$ cat src/rtl/core/lec_pkg.sv
// Constants and character classification helpers for the license expression checker.
`default_nettype none

package lec_pkg;

  localparam int unsigned MAX_NEST = 255;
  localparam int unsigned NEST_W   = $clog2(MAX_NEST + 1);

  localparam logic [NEST_W-1:0] NEST_MAX  = NEST_W'(MAX_NEST);
  localparam logic [NEST_W-1:0] NEST_ZERO = '0;

  localparam logic [7:0] CH_SPACE = 8'h20;
  localparam logic [7:0] CH_TAB   = 8'h09;
  localparam logic [7:0] CH_LPAR  = 8'h28;
  localparam logic [7:0] CH_RPAR  = 8'h29;
  localparam logic [7:0] CH_PLUS  = 8'h2B;
  localparam logic [7:0] CH_DOT   = 8'h2E;
  localparam logic [7:0] CH_MINUS = 8'h2D;

  // Bit positions in the keyword match vector.
  localparam int unsigned KW_AND  = 0;
  localparam int unsigned KW_OR   = 1;
  localparam int unsigned KW_WITH = 2;

  localparam logic [2:0] LEN_OR   = 3'd2;
  localparam logic [2:0] LEN_AND  = 3'd3;
  localparam logic [2:0] LEN_WITH = 3'd4;
  localparam logic [2:0] LEN_SAT  = 3'd7;

  function automatic logic id_char(input logic [7:0] c);
    return ((c >= 8'h61) && (c <= 8'h7A)) || ((c >= 8'h41) && (c <= 8'h5A)) ||
           ((c >= 8'h30) && (c <= 8'h39)) || (c == CH_DOT) || (c == CH_MINUS);
  endfunction

  // For each keyword, whether character c matches that keyword at position pos.
  function automatic logic [2:0] kw_hit(input logic [2:0] pos, input logic [7:0] c);
    logic [2:0] hit;
    hit = '0;
    case (pos)
      3'd0: begin
        hit[KW_AND]  = (c == 8'h41);
        hit[KW_OR]   = (c == 8'h4F);
        hit[KW_WITH] = (c == 8'h57);
      end
      3'd1: begin
        hit[KW_AND]  = (c == 8'h4E);
        hit[KW_OR]   = (c == 8'h52);
        hit[KW_WITH] = (c == 8'h49);
      end
      3'd2: begin
        hit[KW_AND]  = (c == 8'h44);
        hit[KW_WITH] = (c == 8'h54);
      end
      3'd3: begin
        hit[KW_WITH] = (c == 8'h48);
      end
      default: hit = '0;
    endcase
    return hit;
  endfunction

endpackage

`default_nettype wire

$ cat src/rtl/core/license_expression_checker_top.sv
// License expression checker: character stream in, one verdict per expression out.
//
//   Channel   Dir  tdata (low bit up)     tlast               Use
//   s_axis    in   ch[7:0]                end_mark            one character per request
//   m_axis    out  valid_res, 7'b0        -                   verdict on each end_mark
//
// One character per cycle but for stalls. A request passes the input register
// and token logic; the verdict is registered as the end marker leaves the input
// register. Synchronous reset returns the parser to its idle state. Characters
// keep flowing while a verdict waits; only a second end marker stalls behind an
// untaken verdict, which is the one case that drops s_axis_tready.
`default_nettype none

module license_expression_checker_top (
  input  wire logic       clk,
  input  wire logic       rst,
  input  wire logic       s_axis_tvalid,
  output logic            s_axis_tready,
  input  wire logic [7:0] s_axis_tdata,   // [7:0] ch
  input  wire logic       s_axis_tlast,   // end_mark
  output logic            m_axis_tvalid,
  input  wire logic       m_axis_tready,
  output logic [7:0]      m_axis_tdata    // [0] valid_res, [7:1] zero
);

  // Input register.
  logic       s1_valid;
  logic [7:0] s1_ch;
  logic       s1_end;
  logic       s1_adv;

  // Parser state.
  logic                      want_operand, want_operand_next;
  logic [lec_pkg::NEST_W-1:0] nest_level, nest_level_next;
  logic                      failed, failed_next;
  logic                      in_word, in_word_next;
  logic [2:0]                word_len, word_len_next;
  logic [2:0]                keyword_match, keyword_match_next;
  logic                      chars_ok, chars_ok_next;
  logic                      prev_plus, prev_plus_next;

  logic out_valid;
  logic out_res, out_res_next;

  // Token logic intermediates.
  logic       is_delim, is_lpar, is_rpar, is_word;
  logic       finish, fw_kw, fw_id;
  logic       wo1, fail1;
  logic [2:0] pos;
  logic [2:0] km_base;
  logic       ok_base, pp_base;

  assign s1_adv        = !s1_end || !out_valid || m_axis_tready;
  assign s_axis_tready = !s1_valid || s1_adv;
  assign m_axis_tvalid = out_valid;
  assign m_axis_tdata  = {7'b0, out_res};

  always_comb begin
    is_lpar  = (s1_ch == lec_pkg::CH_LPAR);
    is_rpar  = (s1_ch == lec_pkg::CH_RPAR);
    is_delim = (s1_ch == lec_pkg::CH_SPACE) || (s1_ch == lec_pkg::CH_TAB) ||
               is_lpar || is_rpar;
    is_word  = !s1_end && !is_delim;

    // Judge a pending word when a delimiter or the end marker arrives.
    finish = in_word && !is_word;
    fw_kw  = (keyword_match[lec_pkg::KW_AND]  && (word_len == lec_pkg::LEN_AND)) ||
             (keyword_match[lec_pkg::KW_OR]   && (word_len == lec_pkg::LEN_OR)) ||
             (keyword_match[lec_pkg::KW_WITH] && (word_len == lec_pkg::LEN_WITH));
    fw_id  = chars_ok && !((word_len == 3'd1) && prev_plus);
    wo1    = finish ? fw_kw : want_operand;
    fail1  = failed || (finish && (fw_kw ? want_operand : (!want_operand || !fw_id)));

    pos     = in_word ? word_len : 3'd0;
    km_base = in_word ? keyword_match : 3'b111;
    ok_base = in_word ? chars_ok : 1'b1;
    pp_base = in_word && prev_plus;

    want_operand_next  = wo1;
    nest_level_next    = nest_level;
    failed_next        = fail1;
    in_word_next       = 1'b0;
    word_len_next      = 3'd0;
    keyword_match_next = 3'd0;
    chars_ok_next      = 1'b1;
    prev_plus_next     = 1'b0;
    out_res_next       = !fail1 && !wo1 && (nest_level == lec_pkg::NEST_ZERO);

    if (s1_end) begin
      want_operand_next = 1'b1;
      nest_level_next   = lec_pkg::NEST_ZERO;
      failed_next       = 1'b0;
    end else if (is_lpar) begin
      if (!wo1 || (nest_level == lec_pkg::NEST_MAX)) begin
        failed_next = 1'b1;
      end else begin
        nest_level_next = nest_level + 1'b1;
      end
    end else if (is_rpar) begin
      if (wo1 || (nest_level == lec_pkg::NEST_ZERO)) begin
        failed_next = 1'b1;
      end else begin
        nest_level_next = nest_level - 1'b1;
      end
    end else if (is_word) begin
      in_word_next       = 1'b1;
      word_len_next      = (pos < lec_pkg::LEN_SAT) ? pos + 3'd1 : lec_pkg::LEN_SAT;
      keyword_match_next = km_base & lec_pkg::kw_hit(pos, s1_ch);
      chars_ok_next      = ok_base && !pp_base &&
                           ((s1_ch == lec_pkg::CH_PLUS) || lec_pkg::id_char(s1_ch));
      prev_plus_next     = (s1_ch == lec_pkg::CH_PLUS);
    end
  end

  always_ff @(posedge clk) begin
    if (rst) begin
      s1_valid      <= 1'b0;
      out_valid     <= 1'b0;
      want_operand  <= 1'b1;
      nest_level    <= lec_pkg::NEST_ZERO;
      failed        <= 1'b0;
      in_word       <= 1'b0;
      word_len      <= 3'd0;
      keyword_match <= 3'd0;
      chars_ok      <= 1'b1;
      prev_plus     <= 1'b0;
    end else begin
      if (s_axis_tready) begin
        s1_valid <= s_axis_tvalid;
      end
      // A new verdict replaces one that is taken in the same cycle.
      if (s1_valid && s1_adv && s1_end) begin
        out_valid <= 1'b1;
      end else if (m_axis_tready) begin
        out_valid <= 1'b0;
      end
      if (s1_valid && s1_adv) begin
        want_operand  <= want_operand_next;
        nest_level    <= nest_level_next;
        failed        <= failed_next;
        in_word       <= in_word_next;
        word_len      <= word_len_next;
        keyword_match <= keyword_match_next;
        chars_ok      <= chars_ok_next;
        prev_plus     <= prev_plus_next;
      end
    end
  end

  always_ff @(posedge clk) begin
    if (s_axis_tready && s_axis_tvalid) begin
      s1_ch  <= s_axis_tdata;
      s1_end <= s_axis_tlast;
    end
    if (s1_valid && s1_adv && s1_end) begin
      out_res <= out_res_next;
    end
  end

endmodule

`default_nettype wire

$ cat config.mk
export PLATFORM = sky130hd
export DESIGN_NAME = license_expression_checker_top
export DESIGN_NICKNAME = d
export VERILOG_FILES = /design/src/rtl/core/lec_pkg.sv /design/src/rtl/core/license_expression_checker_top.sv
export SDC_FILE = /design/constraint.sdc
export NUM_CORES = 1
export LEC_CHECK = 0
export ABC_CLOCK_PERIOD_IN_PS = 4100
export BUFFER_PORTS_ARGS = -buffer_cell sky130_fd_sc_hd__buf_2
export CAP_MARGIN = 20
export CELL_PAD_IN_SITES_DETAIL_PLACEMENT = 0
export CELL_PAD_IN_SITES_GLOBAL_PLACEMENT = 1
export CORE_AREA = 2 2 78 80
export DETAILED_ROUTE_END_ITERATION = 10
export DIE_AREA = 0 0 80 82
export PLACE_DENSITY = 0.71
export SYNTH_ARGS = -nofsm -noshare
export SYNTH_HDL_FRONTEND = slang
export SYNTH_SLANG_ARGS = --single-unit
$ cat constraint.sdc
create_clock -name clk -period 4.1 [get_ports clk]
set_clock_uncertainty 0.15 [all_clocks]
set_input_delay 0.41 -clock clk [delete_from_list [all_inputs] [get_ports clk]]
set_output_delay 0.41 -clock clk [all_outputs]
set_load 0.005 [all_outputs]
==> flow_metrics.tcl, run 1 <==
set metrics [dict create \
    clkSlewWorstSetupHoldPaths_ps 70 \
    ctsHoldBuffers 0 \
    max_freq_ghz 0.306 \
    vdd_drop_max_v 0.000131 \
    setup_viol 0 \
    std_cell_rows 28 \
    p_per_area_nw_per_um2 279 \
    fin_setup_tns_ps 0 \
    first_global_vias 1606 \
    drtIter0Drc 104 \
    yosysSeqAreaShare_pct 34.4 \
    cts_buffers 5 \
    dieHeight_um 82 \
    yosysTopAreaCellShare_pct 20.1 \
    crit_required_ps 4160 \
    yosysTopAreaCell "dfxtp_1" \
    drive_gt1_share_pct 13.6 \
    first_pass_iters 4 \
    final_cell_area_um2 2280 \
    grt_max_degree 16 \
    grtUsageMet3_pct 3.96 \
    ys_warn_count 0 \
    path_cells "or3_1, nor4_2, buf_4, inv_1, ha_1, or4_1, o22ai_1, mux2_2, o31ai_1" \
    synth_flop_cell "dfxtp_1" \
    finalHoldViolCount 0 \
    fin_crit_sh_pct 79.8 \
    use_met2_pct 23.6 \
    avgSynthCellArea_um2 8.52 \
    htreeDepth 2 \
    synth-edff-count 10 \
    viasPerCell 5.32 \
    fp.dieArea_um2 6560 \
    antenna_left 0 \
    finalCriticalPeriod_ps 3270 \
    post-cts-setup-buffers 0 \
    maxSlewHeadroom_pct 39.2 \
    num_vias 1770 \
    async_reset_ff_share_pct 0 \
    finalNetCount 282 \
    diodes 0 \
    overflow 0 \
    path_max_fanout 8 \
    cts_root_buffer "clkbuf_8" \
    synth-seq-cells 31 \
    arrival_ps 3330 \
    syn_inst 246 \
    drc 0 \
    dpl.hpwl_um 3380 \
    pin_count 23 \
    grt.busiest_layer "met2" \
    syn_to_final_growth_pct 8.78 \
    core_um2 5750 \
    slew_violations 0 \
    crit_path_end_kind "register" \
    max_cap_violations 0 \
    path_class "register to register" \
    cts_tree "built" \
    placed_cell_area_um2 2190 \
    clock-sinks 31 \
    rsz0062_at_grt "no" \
    crit_slowest_cell "or3_1" \
    die_x_um 80 \
    clk_latency_ps 290 \
    status "finished clean" \
    use_met1_pct 21.3 \
    wl_per_cell_um 13.7 \
    synth_area_leaders "dfxtp_1 (20%), edfxtp_1 (14%), ha_1 (6.6%)" \
    gp_congestion 0.907 \
    wirelength_um 4550 \
    synthDistinctLibCells 59 \
    antenna_found_initial 0 \
    crit_path_start_kind "register" \
    initial_core_util_pct 36.5 \
    cts-resized-gates 0 \
    cts_buffer_depth 2 \
    worst_slew_pin_slew_ps 908 \
    io_buffers 15 \
    grt_use_total_pct 15.4 \
    grt_pass1_wl_um 7790 \
    max_stage_delay_ps 530 \
    p_leak_nw 0.901 \
    netlist_area_um2 2100 \
    hp-class "input port to register" \
]
-- placed cells by master (no fill, tap or decap), types with 4 or more instances in the layout --
master,count
nand2_1,26
nor2_1,23
a21oi_1,21
dfxtp_1,21
buf_2,15
inv_1,12
o21ai_0,11
ha_1,11
edfxtp_1,10
conb_1,7
nor2b_1,5
nor3_1,5
nand4_1,5
a211oi_1,5
clkbuf_8,5
nand3_1,4
a21o_1,4
a22o_1,4
-- metrics by stage --
step | hold slack, ps | worst slack, ps | total power, mW | util, % | std cells
global route | 128 | 636 | 0.666 | 39.7 | 333
floorplan | 287 | 876 | 0.387 | - | 252
global placement | 311 | 903 | 0.398 | 38.1 | 325
CTS | 137 | 808 | 0.641 | 39.7 | 333
finish | 144 | 830 | 0.636 | 39.7 | 333
detailed placement | 315 | 835 | 0.398 | 38.1 | 325
-- cell families (layout without fill, tap and decap cells) --
| group | Yosys count | count (layout) | share of synthesized area (%) |
|---|---|---|---|
| flops | 31 | 31 | 34.4 |
| simple gates | 90 | 90 | 21.9 |
| compound gates | 69 | 69 | 22.9 |
| fa+ha+maj | 12 | 12 | 7.52 |
| other cells | 1 | 7 | 0.179 |
| xor+xnor | 6 | 6 | 2.51 |
| buf+inv | 31 | 37 | 7.46 |
| mux | 6 | 6 | 3.22 |
-- routing by layer --
layer | vias up | wire, µm
li1 | 902 | -
met1 | 842 | 2330
met2 | 24 | 2080
met3 | 2 | 123
met4 | 0 | 24
met5 | - | 0
-- cell type report --
class | count | area (µm²)
Clock inverter | 3 | 20.0
Sequential cell | 31 | 721
Tap cell | 75 | 93.8
Timing Repair Buffer | 17 | 90.1
Multi-Input combinational cell | 190 | 1240
Clock buffer | 5 | 68.8
Fill cell | 607 | 3470
Inverter | 12 | 45.0
-- final timing paths --
| kind | end | slack (ps) | depth (start not counted) | start |
|---|---|---|---|---|
| setup reg to reg | nest_level[7] | 830 | 9 | s1_ch[4] |
| hold reg to reg | keyword_match[2] | 320 | 2 | keyword_match[2] |
| hold / removal | s1_ch[6] | 140 | 1 | s_axis_tdata[6] |
| setup / recovery | nest_level[7] | 830 | 9 | s1_ch[4] |
-- worst max-delay path: cells and delay by family (launching register included) --
kind	cells	cell delay (ps)
multiplexers	1	380
flip-flops	1	500
adder cells (fa/ha/maj)	1	240
AND/OR/NAND/NOR	3	1220
buffers and inverters	2	290
AO/OA/AOI/OAI	2	420
-- flip-flops by register name, indices dropped and copies added, names as in the netlist --
name	cells
failed	1
prev_plus	1
chars_ok	1
in_word	1
s1_end	1
nest_level	8
s1_valid	1
m_axis_tvalid	1
want_operand	1
out_res	1
s1_ch	8
keyword_match	3
word_len	3
-- Yosys cell counts, types with 3 or more instances --
library cell,instances
o21ai_0,11
nand2_1,26
inv_1,12
nor2b_1,5
xor2_1,3
ha_1,11
mux2i_1,3
buf_4,8
nand4_1,5
a22o_1,4
nor3_1,5
a211oi_1,5
or2_2,3
dfxtp_1,21
nor2_1,23
edfxtp_1,10
nor4_1,3
xnor2_1,3
clkbuf_1,7
a21oi_1,21
nand3_1,4
a21o_1,4
-- power by group --
part           internal, mW  switching [mW]
combinational        0.0207          0.0313
sequential            0.326          0.0139
clock                 0.118           0.126
No activity file was read; power rests on OpenSTA's default activity.
==> inputs of run 2 (changes only) <==
ABC_CLOCK_PERIOD_IN_PS = 2810   (was 4100)
PLACE_DENSITY = 0.74   (was 0.71)
clock period = 2.81 ns   (was 4.1 ns; I/O delays follow)
==> run 2 against run 1 <==
Via count rose by 6.0%. Combinational power up 96%. Register-to-register slack worse by 820 ps. Largest power group unchanged.
==> flow_metrics.tcl, run 2 (same netlist as run 1, synthesis figures left out) <==
set metrics [dict create \
    die_x_um 80 \
    slew_violations 0 \
    gp_congestion 0.750 \
    final_cell_mix "nand2_1 (26), nor2_1 (22), buf_4 (22), a21oi_1 (21), dfxtp_1 (21)" \
    max_cap_violations 0 \
    crit_path_end_kind "register" \
    drtIter0Drc 58 \
    worst_slew_pin_slew_ps 548 \
    grt_pass1_wl_um 8250 \
    fin_crit_sh_pct 99.8 \
    initial_core_util_pct 36.5 \
    clkSlewWorstSetupHoldPaths_ps 70 \
    status "finished clean" \
    top_regs "nest_level (8), s1_ch (8)" \
    r2r_setup_slack_ps 6 \
    path_class "register to register" \
    p_per_area_nw_per_um2 378 \
    finalCriticalPeriod_ps 2800 \
    diodes 0 \
    path_max_fanout 6 \
    fp.dieArea_um2 6560 \
    crit_path_start_kind "register" \
    finalNetCount 302 \
    viasPerCell 5.31 \
    overflow 0 \
    placed_cell_area_um2 2390 \
    drive_gt1_share_pct 24.5 \
    cts_root_buffer "clkbuf_8" \
    wl_per_cell_um 13.7 \
    hp-class "input port to register" \
    dpl.hpwl_um 3700 \
    crit_slowest_cell "or4_4" \
    syn_to_final_growth_pct 20.9 \
    drc 0 \
    path_cells "or3_4, nor4_4, inv_2, ha_4, or4_4, o22ai_4, xnor2_1, o311ai_1, o31ai_2" \
    worst_hold_slack_ps 16.8 \
    dieHeight_um 82 \
    seqCellArea_um2 721 \
    finalHoldViolCount 0 \
    pin_count 23 \
    clk_latency_ps 290 \
    multiInputGateArea_um2 1340 \
    std_cell_rows 28 \
    first_global_vias 1752 \
    first_pass_iters 4 \
    fillers 600 \
    final_cell_area_um2 2530 \
    max_freq_ghz 0.357 \
    io_buffers 15 \
    max_stage_delay_ps 540 \
    p_leak_nw 1.03 \
    num_vias 1876 \
    wirelength_um 4850 \
    arrival_ps 2810 \
    antenna_found_initial 0 \
    grt_use_total_pct 16.0 \
    power.total_mw 0.958 \
    clock-sinks 31 \
    maxSlewHeadroom_pct 63.4 \
    vdd_drop_max_v 0.000240 \
    core_um2 5750 \
    crit_required_ps 2820 \
    layout_commonest_cell "nand2_1" \
    cts_buffers 5 \
    grt_max_degree 16 \
    setup_viol 0 \
    cts_buffer_depth 2 \
    antenna_left 0 \
    rsz0062_at_grt "yes" \
    cts_tree "built" \
    htreeDepth 2 \
]
-- run 2: cell count changes in the layout (fill, tap and decap cells not counted), moves of 2 or more --
cell and change:
ha_1 -4, ha_4 +3, o21ai_0 -2, buf_4 +20, o21ai_1 +2, clkinvlp_4 -2
-- run 2: through the flow --
stage	instances	utilization [%]	setup TNS, ps	setup slack (ps)
global route	353	44.1	-130	-110
CTS	353	43.7	0	4.34
floorplan	252	-	-442	-207
detailed placement	344	41.6	-112	-80.2
global placement	344	41.6	0	20.1
finish	353	44.1	0	6.28
-- run 2: final cells by class --
cell class / instances / area share (%)
sequential: 31 / 28.4
clock buffer: 7 / 3.41
tap: 75 / 3.70
timing repair buffer: 37 / 9.48
clock inverter: 1 / 0.198
multi-input combinational: 190 / 53.0
inverter: 12 / 1.78
-- run 2: path summary, 6_finish.rpt --
path / from / end / cells past startpoint
setup / recovery: s1_ch[4] / nest_level[7] / 9
setup reg to reg: s1_ch[4] / nest_level[7] / 9
hold / removal: s_axis_tdata[3] / s1_ch[3] / 1
hold reg to reg: keyword_match[0] / keyword_match[0] / 2
-- run 2: timing repair --
item / CTS / global route
pin swaps: 3 / 0
hold buffers: 0 / 0
setup buffers: 1 / 0
gates resized for setup: 5 / 9
setup endpoints to repair: 3 / 8
-- run 2: worst max-delay path, delay by kind of cell (launching register included) --
family	cells	cell delay, ps
AO/OA/AOI/OAI	3	570
XOR/XNOR	1	80
flip-flops	1	390
AND/OR/NAND/NOR	3	1130
adder cells (fa/ha/maj)	1	190
buffers and inverters	1	160
-- run 2: power breakdown --
part	leakage, nW	switching [mW]	internal [mW]
registers	0.267	0.0114	0.475
clock network	0.0482	0.172	0.198
logic	0.718	0.0587	0.0434
-- run 2: metal layers --
metal | GRT usage (%) | vias to the layer above | share of wire (%)
met5 | 0 | - | 0
met1 | 20.5 | 888 | 48
met3 | 3.30 | 5 | 3.3
met2 | 27.3 | 35 | 47
li1 | - | 948 | -
met4 | 4.58 | 0 | 0.87
==> inputs of run 3 (changes only) <==
==> constraint.sdc (replaced) <==
create_clock -name clk -period 2.81 [get_ports clk]
set_clock_uncertainty 0.15 [all_clocks]
set_input_delay 0.562 -clock clk [delete_from_list [all_inputs] [get_ports clk]]
set_output_delay 0.562 -clock clk [all_outputs]
set_load 0.005 [all_outputs]
==> run 3 against run 2 <==
The run now ends with negative setup slack left. Clock-buffer cell count decreased by 1. Power down 4.4%. Global-route usage is 0.62 points lower. Utilization fell by 0.17 points. Fmax is 1.7% lower. Flip-flop and latch count did not move. Register-to-register slack got worse by 50 ps. Sequential power about the same. Non-clock buffer count did not move. Final area fell by 0.40%. Clock power decreased by 11%.
==> flow_metrics.tcl, run 3 (same netlist as run 1, synthesis figures left out) <==
set metrics [dict create \
    critPathTopFamily "simple AND/OR/NAND/NOR gates" \
    first_pass_iters 4 \
    maxSlewHeadroom_pct 41.8 \
    r2r_cells 8 \
    max_cap_violations 0 \
    fp.dieArea_um2 6560 \
    layout_setup_ws_ps -43.5 \
    clk_latency_ps 280 \
    rsz0062_at_grt "yes" \
    violations "negative setup slack" \
    initial_core_util_pct 36.5 \
    die_x_um 80 \
    crit_start "s1_ch[7]" \
    grt_max_degree 16 \
    crit_required_ps 2860 \
    dp.cells 343 \
    grt_pass1_wl_um 7940 \
    p_int_mw 0.686 \
    wl_per_cell_um 13.4 \
    worst_hold_slack_ps 309 \
    fin_crit_sh_pct 102 \
    r2r_end "nest_level[7]" \
    hp-class "input port to register" \
    antenna_found_initial 0 \
    layout_commonest_cell "nand2_1" \
    clkPwrFrac_pct 35.9 \
    clock-sinks 31 \
    regToRegStartpoint "s1_ch[7]" \
    power.total_mw 0.915 \
    r2r_setup_slack_ps -40 \
    num_vias 1842 \
    drc 0 \
    drtIter0Drc 71 \
    viasPerCell 5.22 \
    std_cell_rows 28 \
    combinationalPowerShare_pct 11.0 \
    antenna_left 0 \
    slew_violations 0 \
    worst_slew_pin_slew_ps 868 \
    cts_buffers 5 \
    path_cells "or3_4, nor4_4, inv_2, ha_4, or4_4, o22ai_4, mux2_4, o31ai_2" \
    placed_cell_area_um2 2380 \
    swShare_pct 25.1 \
    cts_root_buffer "clkbuf_8" \
    status "complete, but fails checks" \
    wirelength_um 4740 \
    syn_to_final_growth_pct 20.4 \
    crit_slowest_cell "or4_4" \
    crit_path_start_kind "register" \
    core_um2 5750 \
    path_max_fanout 6 \
    final_cell_mix "nand2_1 (26), nor2_1 (22), buf_4 (22), a21oi_1 (21), dfxtp_1 (21)" \
    cts_buffer_depth 2 \
    worst-path-buf-inv 1 \
    crit_path_end_kind "register" \
    gp_congestion 0.749 \
    crit_end "nest_level[7]" \
    grt_use_total_pct 15.4 \
    overflow 0 \
    diodes 0 \
    seq_power_share_pct 53.1 \
    finalCriticalPeriod_ps 2850 \
    htreeDepth 2 \
    p_leak_nw 1.01 \
    vdd_drop_max_v 0.000287 \
    setup_viol 1 \
    drive_gt1_share_pct 24.1 \
    first_global_vias 1737 \
    final_cell_area_um2 2520 \
    clkSlewWorstSetupHoldPaths_ps 60 \
    path_depth 8 \
    cts_tree "built" \
    finalNonFillerCells 353 \
    max_freq_ghz 0.350 \
    finalNetCount 302 \
    io_buffers 15 \
    dpl.hpwl_um 3570 \
    pin_count 23 \
    p_per_area_nw_per_um2 363 \
    path_class "register to register" \
    arrival_ps 2900 \
    dieHeight_um 82 \
    top_regs "nest_level (8), s1_ch (8)" \
    max_stage_delay_ps 540 \
    finalHoldViolCount 0 \
    p_switching_mw 0.230 \
]
==> run 3: cell types whose count changed in the layout (fill, tap and decap cells not counted) <==
cell,before,now
clkbuf_8,6,5
clkinv_1,0,2
clkinv_2,1,0
mux2i_1,3,2
mux2i_2,0,1
nor2b_1,4,5
nor2b_4,1,0
o21ai_0,9,10
o21ai_1,2,1
o311ai_1,1,0
o311ai_2,0,1
or2_2,2,3
or2_4,1,0
==> run 3: per-layer routing <==
metal  share of wire, %  track usage (%)  up-vias  routed length (µm)
met5                  0                0        -                   0
met1                 50             20.6      872                2370
met3                2.3             2.64        5                 107
met4               0.93             4.92        0                  44
met2                 47             25.3       24                2220
li1                   -                -      941                   -
==> run 3: per-stage QoR <==
step / TNS (ps) / setup WS, ps / utilization (%)
floorplan: -442 / -207 / -
global placement: 0 / 19.1 / 41.5
detailed placement: -126 / -93.1 / 41.5
CTS: -52.7 / -52.7 / 43.3
global route: -456 / -211 / 43.9
finish: -43.5 / -43.5 / 43.9
==> run 3: worst min path at each step <==
| stage | from | end | slack, ps | cells past startpoint |
|---|---|---|---|---|
| after floorplan | prev_plus | prev_plus | 290 | 2 |
| after global placement | keyword_match[0] | keyword_match[0] | 320 | 2 |
| after detailed placement | keyword_match[2] | keyword_match[2] | 330 | 2 |
| after CTS | s_axis_tdata[3] | s1_ch[3] | 300 | 1 |
| after global routing | s_axis_tlast | s1_end | 300 | 1 |
| final | s_axis_tlast | s1_end | 310 | 1 |
==> run 3: timing repair <==
item                                    in CTS  in global routing
endpoints found under the setup margin       2                  7
gates cloned                                 0                  0
pin swaps                                    1                  4
buffers inserted                             1                  2
hold buffers                                 0                  0
gates resized for setup                      4                  9
==> run 3: final cells by class <==
type | count | area [µm²]
clock inverter | 2 | 7.51
tap | 75 | 93.8
sequential | 31 | 721
fill | 583 | 3220
inverter | 12 | 45.0
multi-input combinational | 190 | 1340
clock buffer | 6 | 72.6
timing repair buffer | 37 | 240
==> run 3: power by group through the flow <==
stage,clock [mW],sequential (mW),combinational (mW)
2_1_floorplan,0,0.491,0.0758
3_3_place_gp,0,0.496,0.0985
3_5_place_dp,0,0.496,0.0979
4_1_cts,0.338,0.486,0.0999
5_1_grt,0.359,0.488,0.113
6_report,0.329,0.486,0.101
